===== config.mk =====
export PLATFORM = sky130hd
export DESIGN_NAME = sweep_scanner_hit_table
export DESIGN_NICKNAME = d
export VERILOG_FILES = /design/src/sst_pkg.sv /design/src/sst_cell.sv /design/src/sweep_scanner_hit_table.sv
export SDC_FILE = /design/constraint.sdc
export NUM_CORES = 1
export LEC_CHECK = 0
export ABC_AREA = 1
export BUFFER_PORTS_ARGS = -buffer_cell sky130_fd_sc_hd__buf_2
export CORE_MARGIN = 5
export CORE_UTILIZATION = 40
export CTS_CLUSTER_SIZE = 8
export DETAILED_ROUTE_END_ITERATION = 10
export SLEW_MARGIN = 20
export SYNTH_ARGS = -nofsm -noshare
export SYNTH_HDL_FRONTEND = slang
export SYNTH_HIERARCHICAL = 1
export SYNTH_SLANG_ARGS = --single-unit

===== constraint.sdc =====
create_clock -name clock -period 122.8 [get_ports clock]
set_clock_uncertainty 0.15 [all_clocks]
set_input_delay 12.28 -clock clock [delete_from_list [all_inputs] [get_ports clock]]
set_output_delay 12.28 -clock clock [all_outputs]
set_load 0.02 [all_outputs]

===== src/sst_pkg.sv =====
// Shared types and constants for the sweep scanner hit table.
// No dependencies; imported by sst_cell and sweep_scanner_hit_table.
package sst_pkg;

   // Table geometry
   localparam int TABLE_DEPTH = 32;
   localparam int SLOT_W      = (TABLE_DEPTH > 1) ? $clog2(TABLE_DEPTH) : 1;
   localparam int USED_W      = $clog2(TABLE_DEPTH + 1);

   // Field widths
   localparam int FREQ_W  = 30;
   localparam int STEP_W  = 27;
   localparam int COUNT_W = 16;
   localparam int CSR_W   = 30;
   localparam int CSR_IDX_W = 2;

   // Register reset values
   localparam logic [FREQ_W-1:0] START_FREQ_RST = 30'd150000000;
   localparam logic [FREQ_W-1:0] END_FREQ_RST   = 30'd900000000;
   localparam logic [STEP_W-1:0] STEP_FREQ_RST  = 27'd25000;
   localparam logic signed [7:0] THRESHOLD_RST  = -8'sd80;

   localparam logic [COUNT_W-1:0] COUNT_MAX = '1;

   // Register indexes
   localparam logic [CSR_IDX_W-1:0] CSR_START_FREQ = 2'd0;
   localparam logic [CSR_IDX_W-1:0] CSR_END_FREQ   = 2'd1;
   localparam logic [CSR_IDX_W-1:0] CSR_STEP_FREQ  = 2'd2;
   localparam logic [CSR_IDX_W-1:0] CSR_THRESHOLD  = 2'd3;

   // Request actions
   localparam logic [1:0] ACT_TICK  = 2'd0;
   localparam logic [1:0] ACT_START = 2'd1;
   localparam logic [1:0] ACT_STOP  = 2'd2;
   localparam logic [1:0] ACT_CLEAR = 2'd3;

   typedef logic [FREQ_W-1:0]  freq_type;
   typedef logic [COUNT_W-1:0] count_type;

   // One table slot as it travels around the ring
   typedef struct packed {
      freq_type  freq;
      count_type count;
   } slot_entry_type;

endpackage


===== src/sst_cell.sv =====
// One storage cell of the hit table ring: holds a slot entry and passes
// it to its neighbor on every shift. Depends on sst_pkg.
module sst_cell (
   input  logic                   clock,
   input  logic                   shift,
   input  sst_pkg::slot_entry_type d_entry,
   output sst_pkg::slot_entry_type q_entry
);
   import sst_pkg::*;

   slot_entry_type entry_ff;
   slot_entry_type entry_in;

   // Take the neighbor's entry on shift, hold otherwise
   always_comb begin
      entry_in = shift ? d_entry : entry_ff;
   end

   always_ff @(posedge clock) begin
      entry_ff <= entry_in;
   end

   assign q_entry = entry_ff;

endmodule


===== src/sweep_scanner_hit_table.sv =====
// Sweep scanner with a hit table held in a ring of slot cells.
// A non-hit item goes from ST_IDLE to ST_EMIT and into the output register; a hit
// first walks the whole ring in ST_WALK, one slot per cycle, over all TABLE_DEPTH (32) slots.
// Throughput: one item at a time; the ring walk sets the rate for hit ticks.
// Reset (synchronous, active high) restores register defaults, stops scanning,
// empties the table by clearing the fill count; slot contents stay unreset.
module sweep_scanner_hit_table (
   input  logic                          clock,
   input  logic                          reset,
   // request channel
   input  logic                          req_valid,
   output logic                          req_stall,
   input  logic [1:0]                    req_action,
   input  logic signed [7:0]             req_strength_dbm,
   // result channel
   output logic                          rsp_valid,
   input  logic                          rsp_stall,
   output logic [sst_pkg::FREQ_W-1:0]    rsp_tuned_freq,
   output logic [sst_pkg::COUNT_W-1:0]   rsp_sweep_count,
   output logic                          rsp_hit,
   output logic [4:0]                    rsp_hit_slot,
   output logic [sst_pkg::COUNT_W-1:0]   rsp_slot_hits,
   output logic                          rsp_table_full_drop,
   // configuration port
   input  logic                          csr_we,
   input  logic [sst_pkg::CSR_IDX_W-1:0] csr_index,
   input  logic [sst_pkg::CSR_W-1:0]     csr_wdata
);
   import sst_pkg::*;

   localparam logic [1:0] ST_IDLE = 2'd0;
   localparam logic [1:0] ST_WALK = 2'd1;
   localparam logic [1:0] ST_EMIT = 2'd2;

   // Configuration registers
   freq_type              start_freq_ff;
   freq_type              end_freq_ff;
   logic [STEP_W-1:0]     step_freq_ff;
   logic signed [7:0]     threshold_ff;

   // Control and sweep state
   logic [1:0]            state_ff, state_in;
   logic                  scanning_ff, scanning_in;
   freq_type              cur_freq_ff, cur_freq_in;
   count_type             sweeps_ff, sweeps_in;
   logic [USED_W-1:0]     used_ff, used_in;
   logic [SLOT_W-1:0]     walk_idx_ff, walk_idx_in;
   logic                  found_ff, found_in;

   // Pending result fields
   logic                  pend_hit_ff, pend_hit_in;
   logic [SLOT_W-1:0]     pend_slot_ff, pend_slot_in;
   count_type             pend_hits_ff, pend_hits_in;
   logic                  pend_drop_ff, pend_drop_in;

   // Output register
   logic                  rsp_valid_ff, rsp_valid_in;
   freq_type              rsp_freq_ff, rsp_freq_in;
   count_type             rsp_sweeps_ff, rsp_sweeps_in;
   logic                  rsp_hit_ff, rsp_hit_in;
   logic [4:0]            rsp_slot_ff, rsp_slot_in;
   count_type             rsp_hits_ff, rsp_hits_in;
   logic                  rsp_drop_ff, rsp_drop_in;

   // Ring
   slot_entry_type        ring_q [TABLE_DEPTH];
   slot_entry_type        head_new;
   logic                  ring_shift;

   logic                  req_accept;
   logic                  rsp_free;
   logic                  is_hit;
   logic [FREQ_W:0]       freq_sum;
   logic                  wrap;
   freq_type              freq_adv;
   count_type             sweeps_adv;
   logic                  slot_live;
   logic                  slot_match;
   logic                  slot_alloc;
   logic                  walk_last;
   count_type             head_inc;

   assign req_accept = req_valid && !req_stall;
   assign req_stall  = (state_ff != ST_IDLE);
   assign rsp_free   = !rsp_valid_ff || !rsp_stall;
   assign ring_shift = (state_ff == ST_WALK);

   // Build the ring of cells, each fed by its right neighbor, last fed by head
   for (genvar i = 0; i < TABLE_DEPTH; i++) begin : g_cell
      slot_entry_type d_entry;
      if (i == TABLE_DEPTH - 1) begin : g_tail
         assign d_entry = head_new;
      end else begin : g_mid
         assign d_entry = ring_q[i+1];
      end
      sst_cell u_cell (
         .clock   (clock),
         .shift   (ring_shift),
         .d_entry (d_entry),
         .q_entry (ring_q[i])
      );
   end

   // Strength above threshold on a scanning tick
   assign is_hit = scanning_ff && (req_action == ACT_TICK) &&
                   (req_strength_dbm > threshold_ff);

   // Step the frequency and detect wrap at full width
   assign freq_sum   = {1'b0, cur_freq_ff} + {{(FREQ_W + 1 - STEP_W){1'b0}}, step_freq_ff};
   assign wrap       = freq_sum > {1'b0, end_freq_ff};
   assign freq_adv   = wrap ? start_freq_ff : freq_sum[FREQ_W-1:0];
   assign sweeps_adv = wrap ? sweeps_ff + 1'b1 : sweeps_ff;

   // Compare the head slot of the ring against the current frequency
   assign slot_live  = {{(USED_W - SLOT_W){1'b0}}, walk_idx_ff} < used_ff;
   assign slot_match = slot_live && !found_ff && (ring_q[0].freq == cur_freq_ff);
   assign slot_alloc = ({{(USED_W - SLOT_W){1'b0}}, walk_idx_ff} == used_ff) && !found_ff;
   assign walk_last  = (walk_idx_ff == SLOT_W'(TABLE_DEPTH - 1));
   assign head_inc   = (ring_q[0].count == COUNT_MAX) ? COUNT_MAX
                                                      : ring_q[0].count + 1'b1;

   // Update the head entry as it wraps to the tail
   always_comb begin
      head_new = ring_q[0];
      if (slot_match) begin
         head_new.count = head_inc;
      end else if (slot_alloc) begin
         head_new.freq  = cur_freq_ff;
         head_new.count = count_type'(1);
      end
   end

   // Sequence the items
   always_comb begin
      state_in     = state_ff;
      scanning_in  = scanning_ff;
      cur_freq_in  = cur_freq_ff;
      sweeps_in    = sweeps_ff;
      used_in      = used_ff;
      walk_idx_in  = walk_idx_ff;
      found_in     = found_ff;
      pend_hit_in  = pend_hit_ff;
      pend_slot_in = pend_slot_ff;
      pend_hits_in = pend_hits_ff;
      pend_drop_in = pend_drop_ff;
      rsp_valid_in = rsp_valid_ff && rsp_stall;
      rsp_freq_in  = rsp_freq_ff;
      rsp_sweeps_in = rsp_sweeps_ff;
      rsp_hit_in   = rsp_hit_ff;
      rsp_slot_in  = rsp_slot_ff;
      rsp_hits_in  = rsp_hits_ff;
      rsp_drop_in  = rsp_drop_ff;

      unique case (state_ff)
         ST_IDLE: begin
            if (req_accept) begin
               pend_hit_in  = 1'b0;
               pend_slot_in = '0;
               pend_hits_in = '0;
               pend_drop_in = 1'b0;
               state_in     = ST_EMIT;
               case (req_action)
                  ACT_START: begin
                     scanning_in = 1'b1;
                     sweeps_in   = '0;
                     cur_freq_in = start_freq_ff;
                  end
                  ACT_STOP: begin
                     scanning_in = 1'b0;
                  end
                  ACT_CLEAR: begin
                     used_in = '0;
                  end
                  default: begin
                     if (is_hit) begin
                        walk_idx_in = '0;
                        found_in    = 1'b0;
                        pend_hit_in = 1'b1;
                        state_in    = ST_WALK;
                     end else if (scanning_ff) begin
                        cur_freq_in = freq_adv;
                        sweeps_in   = sweeps_adv;
                     end
                  end
               endcase
            end
         end
         ST_WALK: begin
            walk_idx_in = walk_idx_ff + 1'b1;
            if (slot_match) begin
               found_in     = 1'b1;
               pend_slot_in = walk_idx_ff;
               pend_hits_in = head_inc;
            end else if (slot_alloc) begin
               found_in     = 1'b1;
               pend_slot_in = walk_idx_ff;
               pend_hits_in = count_type'(1);
               used_in      = used_ff + 1'b1;
            end
            if (walk_last) begin
               pend_drop_in = !found_ff && !slot_match && !slot_alloc;
               cur_freq_in  = freq_adv;
               sweeps_in    = sweeps_adv;
               state_in     = ST_EMIT;
            end
         end
         ST_EMIT: begin
            if (rsp_free) begin
               rsp_valid_in  = 1'b1;
               rsp_freq_in   = cur_freq_ff;
               rsp_sweeps_in = sweeps_ff;
               rsp_hit_in    = pend_hit_ff;
               rsp_slot_in   = 5'(pend_slot_ff);
               rsp_hits_in   = pend_hits_ff;
               rsp_drop_in   = pend_drop_ff;
               state_in      = ST_IDLE;
            end
         end
         default: begin
            state_in = ST_IDLE;
         end
      endcase
   end

   // Control registers
   always_ff @(posedge clock) begin
      if (reset) begin
         state_ff      <= ST_IDLE;
         scanning_ff   <= 1'b0;
         cur_freq_ff   <= START_FREQ_RST;
         sweeps_ff     <= '0;
         used_ff       <= '0;
         rsp_valid_ff  <= 1'b0;
         start_freq_ff <= START_FREQ_RST;
         end_freq_ff   <= END_FREQ_RST;
         step_freq_ff  <= STEP_FREQ_RST;
         threshold_ff  <= THRESHOLD_RST;
      end else begin
         state_ff     <= state_in;
         scanning_ff  <= scanning_in;
         cur_freq_ff  <= cur_freq_in;
         sweeps_ff    <= sweeps_in;
         used_ff      <= used_in;
         rsp_valid_ff <= rsp_valid_in;
         // Decode configuration writes
         if (csr_we) begin
            unique case (csr_index)
               CSR_START_FREQ: start_freq_ff <= csr_wdata[FREQ_W-1:0];
               CSR_END_FREQ:   end_freq_ff   <= csr_wdata[FREQ_W-1:0];
               CSR_STEP_FREQ:  step_freq_ff  <= csr_wdata[STEP_W-1:0];
               CSR_THRESHOLD:  threshold_ff  <= $signed(csr_wdata[7:0]);
               default: ;
            endcase
         end
      end
   end

   // Payload registers
   always_ff @(posedge clock) begin
      walk_idx_ff   <= walk_idx_in;
      found_ff      <= found_in;
      pend_hit_ff   <= pend_hit_in;
      pend_slot_ff  <= pend_slot_in;
      pend_hits_ff  <= pend_hits_in;
      pend_drop_ff  <= pend_drop_in;
      rsp_freq_ff   <= rsp_freq_in;
      rsp_sweeps_ff <= rsp_sweeps_in;
      rsp_hit_ff    <= rsp_hit_in;
      rsp_slot_ff   <= rsp_slot_in;
      rsp_hits_ff   <= rsp_hits_in;
      rsp_drop_ff   <= rsp_drop_in;
   end

   assign rsp_valid           = rsp_valid_ff;
   assign rsp_tuned_freq      = rsp_freq_ff;
   assign rsp_sweep_count     = rsp_sweeps_ff;
   assign rsp_hit             = rsp_hit_ff;
   assign rsp_hit_slot        = rsp_slot_ff;
   assign rsp_slot_hits       = rsp_hits_ff;
   assign rsp_table_full_drop = rsp_drop_ff;

endmodule


After elaboration in Yosys (flattened, before gate mapping)
Cells that the tools add are included.
{ "word_totals": {"register_bits": 1721, "out_inout_bits": 71, "elab_cells": 210} }
{ "classes": {"add_sub_neg": 5, "magnitude_cmp": 3, "eq_ne": 24, "muxes": 54, "reduce_logical": 38} }
{ "op_table": {"columns": ["op", "count"], "rows": [
  ["$mux 30", 6],
  ["$mux 16", 10],
  ["$pmux 30 s2", 2],
  ["$pmux 16 s2", 3],
  ["$mux 46", 1],
  ["$add 16x1->16 const B", 2],
  ["$add 30x27->31", 1],
  ["$gt 31x30->1", 1],
  ["$eq 30x30->1", 1],
  ["$mux 5", 6],
  ["$mux 6", 4],
  ["$pmux 5 s2", 2],
  ["$eq 16x16->1 const B", 1],
  ["$ne 2x2->1 const B", 8],
  ["$pmux 6 s2", 1],
  ["$reduce_and 2->1", 6],
  ["$reduce_and 3->1", 4],
  ["$eq 2x2->1 const B", 5],
  ["$mux 1", 10],
  ["$mux 2", 5],
  ["$reduce_and 5->1", 2],
  ["$logic_and 1x1->1", 9],
  ["$gt 8x8->1", 1],
  ["$add 6x1->6 const B", 1],
  ["18 further kinds", 32]
]} }

Depth between registers and ports, before layout
{ "logic_depth": {"word_depth": 8, "mapped_depth": 30, "ltp_nobuf": 30} }

Cells and area by module
Netlist, hierarchy kept.
{ "modules_own_cells": {"columns": ["module", "instances", "cells_each", "area_per_inst_um2", "seq_area_each_um2"], "rows": [
  ["sst_cell", 32, 46, 1381.3, 1381.3],
  ["sweep_scanner_hit_table", 1, 1706, 13396.6, 5965.7]
]} }

Worst setup path before layout
OpenSTA, ideal clock, no wires.
{ "synth_timing": {"kind": "register to register", "from": "register state_ff[0]", "to": "register found_ff, data pin", "t_arrival_ps": 40327, "setup_slack_ps": 73679, "path_stages_with_launch": 4, "n_path_buf": 1, "synth_period_minus_slack_ps": 49121, "path_cell_list": "dfxtp_1 > inv_1 > nor2_1 > clkbuf_1"} }
{ "synth_between": {"elab_chain_cells": 2} }
{ "synth_lines": {"columns": ["element", "line_no", "rtl"], "rows": [
  ["from (decl)", "sweep_scanner_hit_table.sv:42", "logic [1:0] state_ff, state_in;"],
  ["from (signal assigned)", "sweep_scanner_hit_table.sv:239", "state_ff <= state_in;"],
  ["$eq 2x1->1 / $logic_not 2->1 (equally long branches)", "sweep_scanner_hit_table.sv:154", "unique case (state_ff)"],
  ["$pmux 1 s2 (*)", "sweep_scanner_hit_table.sv:154", null],
  ["via found_in", "sweep_scanner_hit_table.sv:48", "logic found_ff, found_in;"],
  ["to (signal assigned)", "sweep_scanner_hit_table.sv:261", "found_ff <= found_in;"],
  ["to (decl)", "sweep_scanner_hit_table.sv:48", null]
]} }
Mark *: on every way through the listed nets, which the timed path passes. The rest lies on a longest branch.
A chain may end at the register's enable or synchronous reset.

Final worst setup path
{ "layout_timing": {"from": "input port req_strength_dbm[1]", "to": "register sweeps_ff[4]"} }
{ "layout_between": {"elab_chain_cells": 4} }
{ "layout_lines": {"columns": ["element", "line_no", "rtl"], "rows": [
  ["from (decl)", "sweep_scanner_hit_table.sv:14", "input logic signed [7:0] req_strength_dbm,"],
  ["$gt 8x8->1", "sweep_scanner_hit_table.sv:106", "(req_strength_dbm > threshold_ff);"],
  ["$logic_and 1x1->1", "sweep_scanner_hit_table.sv:105", "assign is_hit = scanning_ff && (req_action == ACT_TICK) &&"],
  ["$ne 3x2->1 (no source line)", null, null],
  ["$reduce_and 6->1 (no source line)", null, null],
  ["to (signal assigned)", "sweep_scanner_hit_table.sv:242", "sweeps_ff <= sweeps_in;"],
  ["to (decl)", "sweep_scanner_hit_table.sv:45", "count_type sweeps_ff, sweeps_in;"]
]} }
Every way passes these cells.

==> results_tabular.tex <==
\begin{tabular}{lr}
\hline
Metric & Value \\
\hline
\multicolumn{2}{l}{\textbf{Outcome}} \\
Status & finished, final reports clean \\
\multicolumn{2}{l}{\textbf{Pwr}} \\
Pwr/cell area & 18.7 nW/um\^{}2 \\
Highest ir drop seen on vdd & 13.6 uV \\
Overall power after layout & 1.25 mW \\
Reported leakage power & 22.9 nW \\
\multicolumn{2}{l}{\textbf{Synth}} \\
Cell area after synthesis & 57600 sq um \\
Cells after Synth & 3178 \\
Most common cell in the netlist & edfxtp\_1 \\
Synthesized area per cell & 18.1 sq um \\
Async set-or-reset flop fraction in the synthesized netlist & 0\% \\
Predominant post-synthesis flop cell & edfxtp\_1 \\
Synthesized net count & 3305 \\
Biggest area consumer among synthesized cells & edfxtp\_1 \\
Post-synthesis sequential area ratio & 87.1\% \\
Most used standard cells in the synthesized netlist & 1570 x edfxtp\_1, 315 x nand2\_1, 227 x inv\_1, 207 x nor2\_1, 151 x dfxtp\_1 \\
Portion of synthesized cell area occupied by the leading cell type & 81.9\% \\
Largest cells by area after synthesis & edfxtp\_1 82\%, dfxtp\_1 5.2\%, nand2\_1 2.1\% \\
Distinct cells, synth & 51 \\
Number of synthesized flops with an enable pin & 1570 \\
Total of flip-flops plus latches after synthesis & 1721 \\
Count of warnings emitted by yosys & 6 \\
\multicolumn{2}{l}{\textbf{Floorplanning}} \\
Number of placement rows & 139 \\
DIE WIDTH & 389 um \\
Floorplan Core Area & 143000 sq um \\
Die ar. & 152000 sq um \\
Starting density of the core & 40.2\% \\
Chip height & 389 um \\
Count of pins on the block boundary & 118 \\
\multicolumn{2}{l}{\textbf{Critical path}} \\
Worst setup path class & in2reg \\
Crit-path cells & buf\_2 -> ha\_1 -> a21oi\_1 -> o21ai\_0 -> nand2\_1 -> nand2\_1 -> nand2\_1 -> nand3\_1 -> nand4\_1 -> nand2\_2 -> inv\_2 -> nand3\_4 -> nor2\_1 -> nand3\_1 -> nand2\_1 -> nor2\_1 \\
Required arrival time at the worst endpoint & 123350 ps \\
Number of buffer and inverter stages on the critical path & 2 \\
Largest driver fanout on the critical path & 37 \\
Data arrival at the endpoint of the critical path & 15480 ps \\
Delay of the slowest critical-path stage & 780 ps \\
Max stage delay cell, worst path & inv\_2 \\
Slack of the worst reg-to-reg path & 117440 ps \\
Nature of the critical path endpoint & flop \\
Critical path's top delay family & simple AND/OR/NAND/NOR gates \\
Sort of element at the start of the critical path & primary input \\
Cell with the most instances on the worst path & nand2\_1 \\
\multicolumn{2}{l}{\textbf{Clock network}} \\
Post-CTS resize count & 0 \\
Clock-pin slew of the registers on the worst-case setup and hold paths & 50 ps \\
Clock Sinks & 1721 \\
Maximum level of the CTS H-tree & 4 \\
Number of setup buffers added after CTS & 0 \\
TritonCTS clock tree & yes \\
Hold bufs inserted after CTS & 0 \\
Cell at the root of the clock tree & clkbuf\_16 \\
Bufs on Longest Clock Path & 3 \\
Cts bufs inserted & 233 \\
Clock latency reported for the late side of the worst-skew pair & 830 ps \\
\multicolumn{2}{l}{\textbf{Global routing}} \\
Wire length of the first global-routing pass & 154 mm \\
Number of antenna violations at the first check in global routing & 28 \\
Largest net degree at the start of global routing & 192 \\
Number of global-route vias before repair & 25700 \\
Total routing usage reported by global routing & 13.1\% \\
GR Overflow Total & 0 \\
\multicolumn{2}{l}{\textbf{Placed design}} \\
Placed Instance Area & 60600 sq um \\
Inst Count DP & 5171 \\
Post-detailed-placement half-perimeter wirelength & 58.1 mm \\
Port Buffer Count & 117 \\
GP Congestion & 0.874 \\
\multicolumn{2}{l}{\textbf{Layout}} \\
Final design area excluding fillers & 67200 sq um \\
Area growth, synth to finish & 16.6\% \\
Fraction of layout instances using a drive strength above 1 & 12.2\% \\
Fillers & 12000 \\
Final layout net count & 3631 \\
Final Instance Count excl. Fillers & 5525 \\
\multicolumn{2}{l}{\textbf{Drt}} \\
\# DRC & 0 \\
DRT antenna net count & 0 \\
Highest routing layer actually used & met5 \\
Met2 WL & 41.3 mm \\
Detailed-route wire length & 101 mm \\
DRT met1 WL & 49.2 mm \\
Avg WL per Cell & 18.3 um \\
Via count normalized by instance count & 4.78 \\
1st-iter DRT viols & 2405 \\
Met3 routed WL & 8.04 mm \\
Pre-Repair DR Iteration Count & 6 \\
Vias & 26400 \\
\multicolumn{2}{l}{\textbf{Timing}} \\
Post-layout min period & 14930 ps \\
Setup TNS after final layout & 0 ps \\
Final Hold Viols & 0 \\
Setup repair after global routing missed its margin & false \\
Slew Limit Headroom & 26.8\% \\
Total count of max-transition violations in the final report & 0 \\
Max Fclk & 67.0 MHz \\
Number of setup violations in the final report & 0 \\
Transition time at the pin with the least slew margin & 1100 ps \\
Final clock period utilization by the worst path & 12.2\% \\
\multicolumn{2}{l}{\textbf{Min path}} \\
Type of the worst min-delay path & reg2reg \\
\multicolumn{2}{l}{\textbf{Job}} \\
Number of max-cap violations & 0 \\
\hline
\end{tabular}
[sequential cells by signal, indices dropped and copies added, names as in the netlist, 6 cells and up]
register,count
step_freq_ff,27
threshold_ff,8
rsp_sweep_count,16
g_cell.u_cell/q_entry,1472
end_freq_ff,30
rsp_slot_hits,16
cur_freq_ff,30
start_freq_ff,30
sweeps_ff,16
rsp_tuned_freq,30
pend_hits_ff,16
used_ff,6
[worst paths after layout]
kind | from | endpoint | depth (start not counted)
max | req_strength_dbm[1] | sweeps_ff[4]$_SDFFE_PP0P_ | 16
min | g_cell[1].u_cell/q_entry[31]$_DFFE_PP_ | g_cell[0].u_cell/q_entry[31]$_DFFE_PP_ | 0
max reg2reg | cur_freq_ff[2]$_SDFFE_PP0P_ | cur_freq_ff[20]$_SDFFE_PP1P_ | 26
min reg2reg | g_cell[1].u_cell/q_entry[31]$_DFFE_PP_ | g_cell[0].u_cell/q_entry[31]$_DFFE_PP_ | 0
[cell type report]
cell class / instances / area (sq um) / area share (%)
well taps: 1903 / 2380 / 3.54
flip-flops and latches: 1721 / 50200 / 74.7
clock inverters: 16 / 292 / 0.434
diodes: 10 / 25.0 / 0.0373
clock buffers: 327 / 6230 / 9.27
inverters: 237 / 890 / 1.32
repair buffers: 145 / 861 / 1.28
multi-input cells: 1166 / 6330 / 9.43
[stage by stage]
stage | hold WS [ps] | setup slack [ps] | utilization (%)
5_1_grt | 250 | 107680 | 46.9
4_1_cts | 234 | 108010 | 46.8
3_5_place_dp | 255 | 107090 | 42.3
2_1_floorplan | 250 | 73680 | -
6_report | 237 | 107870 | 46.9
3_3_place_gp | 251 | 107190 | 42.3
[report_power, final]
group          leakage [nW]  total, mW  switching (mW)  internal, mW
Clock                  3.13      0.572           0.226         0.346
Sequential             15.4      0.646         0.00450         0.642
Combinational          4.42     0.0366          0.0256        0.0110
Total                  22.9       1.25           0.256         0.999
[routing by layer]
| layer | track usage [%] | up-vias |
|---|---|---|
| met2 | 17.6 | 704 |
| li1 | - | 12300 |
| met3 | 4.59 | 211 |
| met5 | 0 | - |
| met1 | 19.9 | 13200 |
| met4 | 4.64 | 8 |
[cell usage in the layout, fill, tap and decap left out, drive strengths merged, types with 95 or more instances in the layout]
cell type,instances
clkbuf,327
buf,145
inv,239
nand2,321
nor2,214
a21oi,131
edfxtp,1570
o21ai,145
dfxtp,151
nand3,95
[kinds of logic (layout without fill, tap and decap cells)]
group | after synthesis | in the layout | share of synthesized area (%)
AO/OA/AOI/OAI | 332 | 332 | 3.14
XOR/XNOR | 57 | 57 | 0.867
adder cells (fa/ha/maj) | 80 | 80 | 1.75
buffers and inverters | 291 | 725 | 1.95
flip-flops | 1721 | 1721 | 87.1
multiplexers | 7 | 7 | 0.137
other | 0 | 10 | 0
AND/OR/NAND/NOR | 690 | 690 | 5.05
Note: power is estimated with default switching activity, not from simulation.
